**config.mk**
```make
export PLATFORM = sky130hd
export DESIGN_NAME = hog_ram
export DESIGN_NICKNAME = d
export VERILOG_FILES = /design/src/hog_ram.sv
export SDC_FILE = /design/constraint.sdc
export NUM_CORES = 2
export LEC_CHECK = 0
export BUFFER_PORTS_ARGS = -buffer_cell sky130_fd_sc_hd__buf_4
export CAP_MARGIN = 20
export CORE_MARGIN = 10
export CORE_UTILIZATION = 51
export DETAILED_ROUTE_END_ITERATION = 6
export PLACE_DENSITY = 0.66
export SLEW_MARGIN = 5
export SYNTH_ARGS = -nofsm -noshare
export SYNTH_HDL_FRONTEND = slang
export SYNTH_SLANG_ARGS = --single-unit
```
**constraint.sdc**
```tcl
create_clock -name clk -period 5.5 [get_ports clk]
set_input_delay 1.1 -clock clk [delete_from_list [all_inputs] [get_ports clk]]
set_output_delay 1.1 -clock clk [all_outputs]
set_load 0.02 [all_outputs]
```
**src/hog_ram.sv**
```systemverilog
`timescale 1ns / 1ps
// ----------------------------------------------------------------------------
// hog_ram
// generic single write, single read ram with registered read data
// ----------------------------------------------------------------------------
module hog_ram #(
  parameter int WIDTH = 8,
  parameter int DEPTH = 256
) (
  input  logic                                  clk,
  input  logic                                  we,
  input  logic [(DEPTH > 1 ? $clog2(DEPTH) : 1)-1:0] waddr,
  input  logic [WIDTH-1:0]                      wdata,
  input  logic [(DEPTH > 1 ? $clog2(DEPTH) : 1)-1:0] raddr,
  output logic [WIDTH-1:0]                      rdata
);

  logic [WIDTH-1:0] mem [DEPTH];

  always_ff @(posedge clk) begin
    if (we) begin
      mem[waddr] <= wdata;
    end
    rdata <= mem[raddr];
  end

endmodule

```
Yosys cells after proc, flatten, opt, wreduce, memory -nomap -nowiden --
Memory sizes are Yosys's and may differ from the RTL's. A register that Yosys moved wholly into a read port is not among the register bits. Cells that the tools add are included.
Storage, ports and cells: register bits 0, bits in writable memories 2048, bits of input ports 26, output and inout bits 8, word-level logic and storage cells 3, memories kept 1
Cells by class: mux-type cells 2
Memory list:
- mem | words 256, bits a word 8, read ports 1, clocked after memory_dff 1, wr ports 1, RTL line 18 | logic [WIDTH-1:0] mem [DEPTH];
Operators with widths (count):
- $mux W1 | 2

Logic depth before layout (Yosys ltp) --
depth in word-level cells 2, gate-level depth with buffers 11, depth with buffers taken out 6

Worst setup path before layout --
No wires, ideal clock.
path type input -> register, start input port raddr[0] (netlist bit), end register rdata[2] (read register of mem), library setup time 131 ps, arrival time 2907 ps, required time 5369 ps, slack 2462 ps, stages on the path 9, path buffers 4, cell sequence buf_6 -> buf_12 -> buf_8 -> buf_2 -> mux4_2 -> a22oi_1 -> a21oi_1 -> nor4_1 -> nor4_2
RTL lines:
- start, declared | RTL line 14 | input logic [(DEPTH > 1 ? $clog2(DEPTH) : 1)-1:0] raddr,
- end, declared | RTL line 15 | output logic [WIDTH-1:0] rdata

==> results.md <==
* Stages on worst setup path at 7
* Detail Route Antenna Nets at 0
* CTS tree: yes
* Power Total at 32.15 mW
* Placer Congestion at 0.8517
* Met1 Use GR at 0.3171
* Max cap viols at 0
* DIE WIDTH at 415.0 µm
* Mapped Cells at 3733
* Busiest grt layer: met2
* Synthesized area at between 70000 and 80000 µm²
* Clock skew at 0.04458 ns
* Vias in the first global route at 38838
* Synth unique cells at 55
* RSZ-0062 raised after global routing: false
* Met3 Use GR at 0.04411
* First-pass GRT wire length at 281.6 mm
* Worst-skew pair later-pin latency at 0.84 ns
* CTS Sinks at about 2100
* Pwr dens at approximately 360 nW/µm²
* Leak at 27.25 nW
* Synth Net Count at between 3000 and 4000
* Crit path DAT at 4.53 ns
* Routed len/inst at 31.90 µm
* CP max-delay cell: nor4_1
* Global-route usage over all layers at 0.2228
* Root Driver: clkbuf_16
* Syn Area/Cell at between 20 and 25 µm²
* Synthesis warning total at 0
* Predominant post-synthesis flop cell: edfxtp_1
* # Post-CTS Setup Buffers at 0
* Starting density of the core at 0.5146
* Clock Tree Buf Depth at 3
* Fin util at 0.5731
* Row count at 144
* CP max stage delay at 1.04 ns
* Worst reg2reg path depth at 6
* Bufs and invs on worst path at 2
* Critical Path Fanout Max at 35
* Via count at 38827
* Status: finished, final reports clean
* Cells along the critical path: buf_8 -> buf_4 -> mux4_2 -> o311ai_0 -> o22ai_1 -> nor4_1 -> nor4_2
* Drt total wl at between 150 and 200 mm
* H-tree level count at 4
* Share of layout cells above drive strength 1 at 0.2260
* DP Wirelength at between 100 and 150 mm
* Initial antenna violation count at 5
* Slew margin rel. at 0.2087
* Net count, final at a little under 4000
* Crit. End Element: flip-flop
* Drt first pass iters at 6
* Worst min path class: in -> reg
* Vias per cell at 6.383
* Startpoint Class: input pin
* Die height at just over 400 µm
* Gr ovfl total at 0
* Final hold viol count at 0
* Iter 0 DRT Violations at 4938
* Clk slew on worst S/H paths at about 0.060 ns
* Register area share after synthesis at 0.7750
* Post-synth EDFFs at between 2000 and 2500
* Port Buf Inserts at 33
* CP Class: in -> reg
* Core area at 154600 µm²
* Crit path time final at between 3 and 4 ns
* Met2 Usage GRT at 0.3491
* Post-CTS sizing at 0
* Peak VDD IR at 0.3216 mV
* Post-CTS Hold Buffers at 0
* Final setup fails at 0
* Crit-path leading delay family: simple AND/OR/NAND/NOR gates
* Synth-to-layout area growth at 11.36%
* Max-slew violations at 0
* IO Pins at 34
* Final period util at 0.7031
* Post-synthesis async set-or-reset flop share at 0
* Setup TNS at 0 ns
* Worst slew pin tran at 1.176 ns
* DRC at 0
* Die area at 172200 µm²
* Max Clock Freq at roughly 0.26 GHz
* WP data required at approximately 6 ns
* Hold path cells at 1
* Register bit total from synthesis at 2056
* Largest net degree at the start of global routing at 158
* TritonCTS buffer count at 202
-- worst register-to-register path: cells and delay by family (launching register included) --
kind	cells	cell delay [ns]
AOI/OAI and AO/OA	3	1.28
DFF	1	0.37
muxes	1	0.47
and+or+nand+nor	2	0.72
-- power by group --
group | total, mW | internal, mW | switching, mW
registers | 17.3 | 17.3 | 0.0342
logic | 1.57 | 0.542 | 1.03
clock network | 13.3 | 7.42 | 5.85
-- flip-flops by register name, indices dropped and copies added (netlist names) --
register	flops
rdata	8
mem	2048
-- kinds of logic after synthesis --
family	count (synthesis)	share of synthesized area
compound gates	385	0.03419
buf+inv	235	0.01831
mux	591	0.1462
simple gates	466	0.02628
flops	2056	0.7750
-- final cells by class --
class	count	area, µm²
inverters	2	7.507
repair buffers	161	1551
multi-input cells	1442	16490
diodes	4	10.01
fillers	11257	65990
flip-flops and latches	2056	61660
clock buffers	254	5324
clock inverters	120	994.7
well taps	2044	2557
-- metal layers --
metal	part of all wire	vias to the layer above
met3	0.087	306
li1	-	15971
met2	0.48	1918
met1	0.40	20630
met5	0.000046	-
met4	0.032	2
-- synthesized netlist by cell type (10+ instances only) --
cell	count	area, µm²
nand2_1	33	123.9
buf_1	22	82.58
nor2b_1	31	193.9
a21oi_1	96	480.5
o21ai_0	10	50.05
buf_4	27	202.7
buf_2	31	155.2
nor4_1	24	150.1
o22ai_1	28	175.2
nand4_1	10	62.56
buf_6	21	236.5
clkbuf_1	111	416.7
nor2_1	282	1059
mux2i_1	134	1341
nor3_1	22	110.1
edfxtp_1	2048	61500
nand3_1	34	170.2
a221oi_1	13	113.9
o211ai_1	10	75.07
o221ai_1	46	402.9
a211oi_1	16	120.1
a22oi_1	133	998.5
buf_8	13	195.2
mux4_2	454	10220
-- layout by cell type, fill, tap and decap left out, drive strengths merged, types with 5 or more instances in the layout --
cell type / count
a2111oi: 5
a211oi: 16
a21oi: 96
a221oi: 14
a22o: 8
a22oi: 133
and2: 6
buf: 161
bufinv: 12
clkbuf: 254
clkinv: 94
clkinvlp: 7
dfxtp: 8
edfxtp: 2048
inv: 9
mux2i: 134
mux4: 456
nand2: 33
nand2b: 8
nand3: 34
nand4: 10
nor2: 282
nor2b: 31
nor3: 22
nor4: 27
o211ai: 10
o21ai: 12
o221ai: 47
o22a: 5
o22ai: 28
o32ai: 5
-- final timing paths --
| path | to | startpoint | slack [ns] |
|---|---|---|---|
| max | rdata[6]$_DFF_P_ | raddr[0] | 1.63 |
| min | mem[84][1]$_DFFE_PP_ | wdata[1] | 0.74 |
| max reg2reg | rdata[5]$_DFF_P_ | mem[208][5]$_DFFE_PP_ | 2.47 |
| min reg2reg | rdata[3]$_DFF_P_ | mem[5][3]$_DFFE_PP_ | 1.13 |
-- through the flow --
| stage | hold WS (ns) | cell area, µm² | setup slack, ns | instances |
|---|---|---|---|---|
| detailed placement | 1.075 | 82270 | 0.8648 | 5705 |
| global placement | 1.093 | 82250 | 0.5072 | 5701 |
| CTS | 0.7095 | 88590 | 1.720 | 6079 |
| global route | 0.7517 | 88590 | 1.566 | 6080 |
| floorplan | 0.7699 | 79560 | 2.462 | 3733 |
| finish | 0.7379 | 88600 | 1.633 | 6083 |
Power figures use the tool's default switching activity.
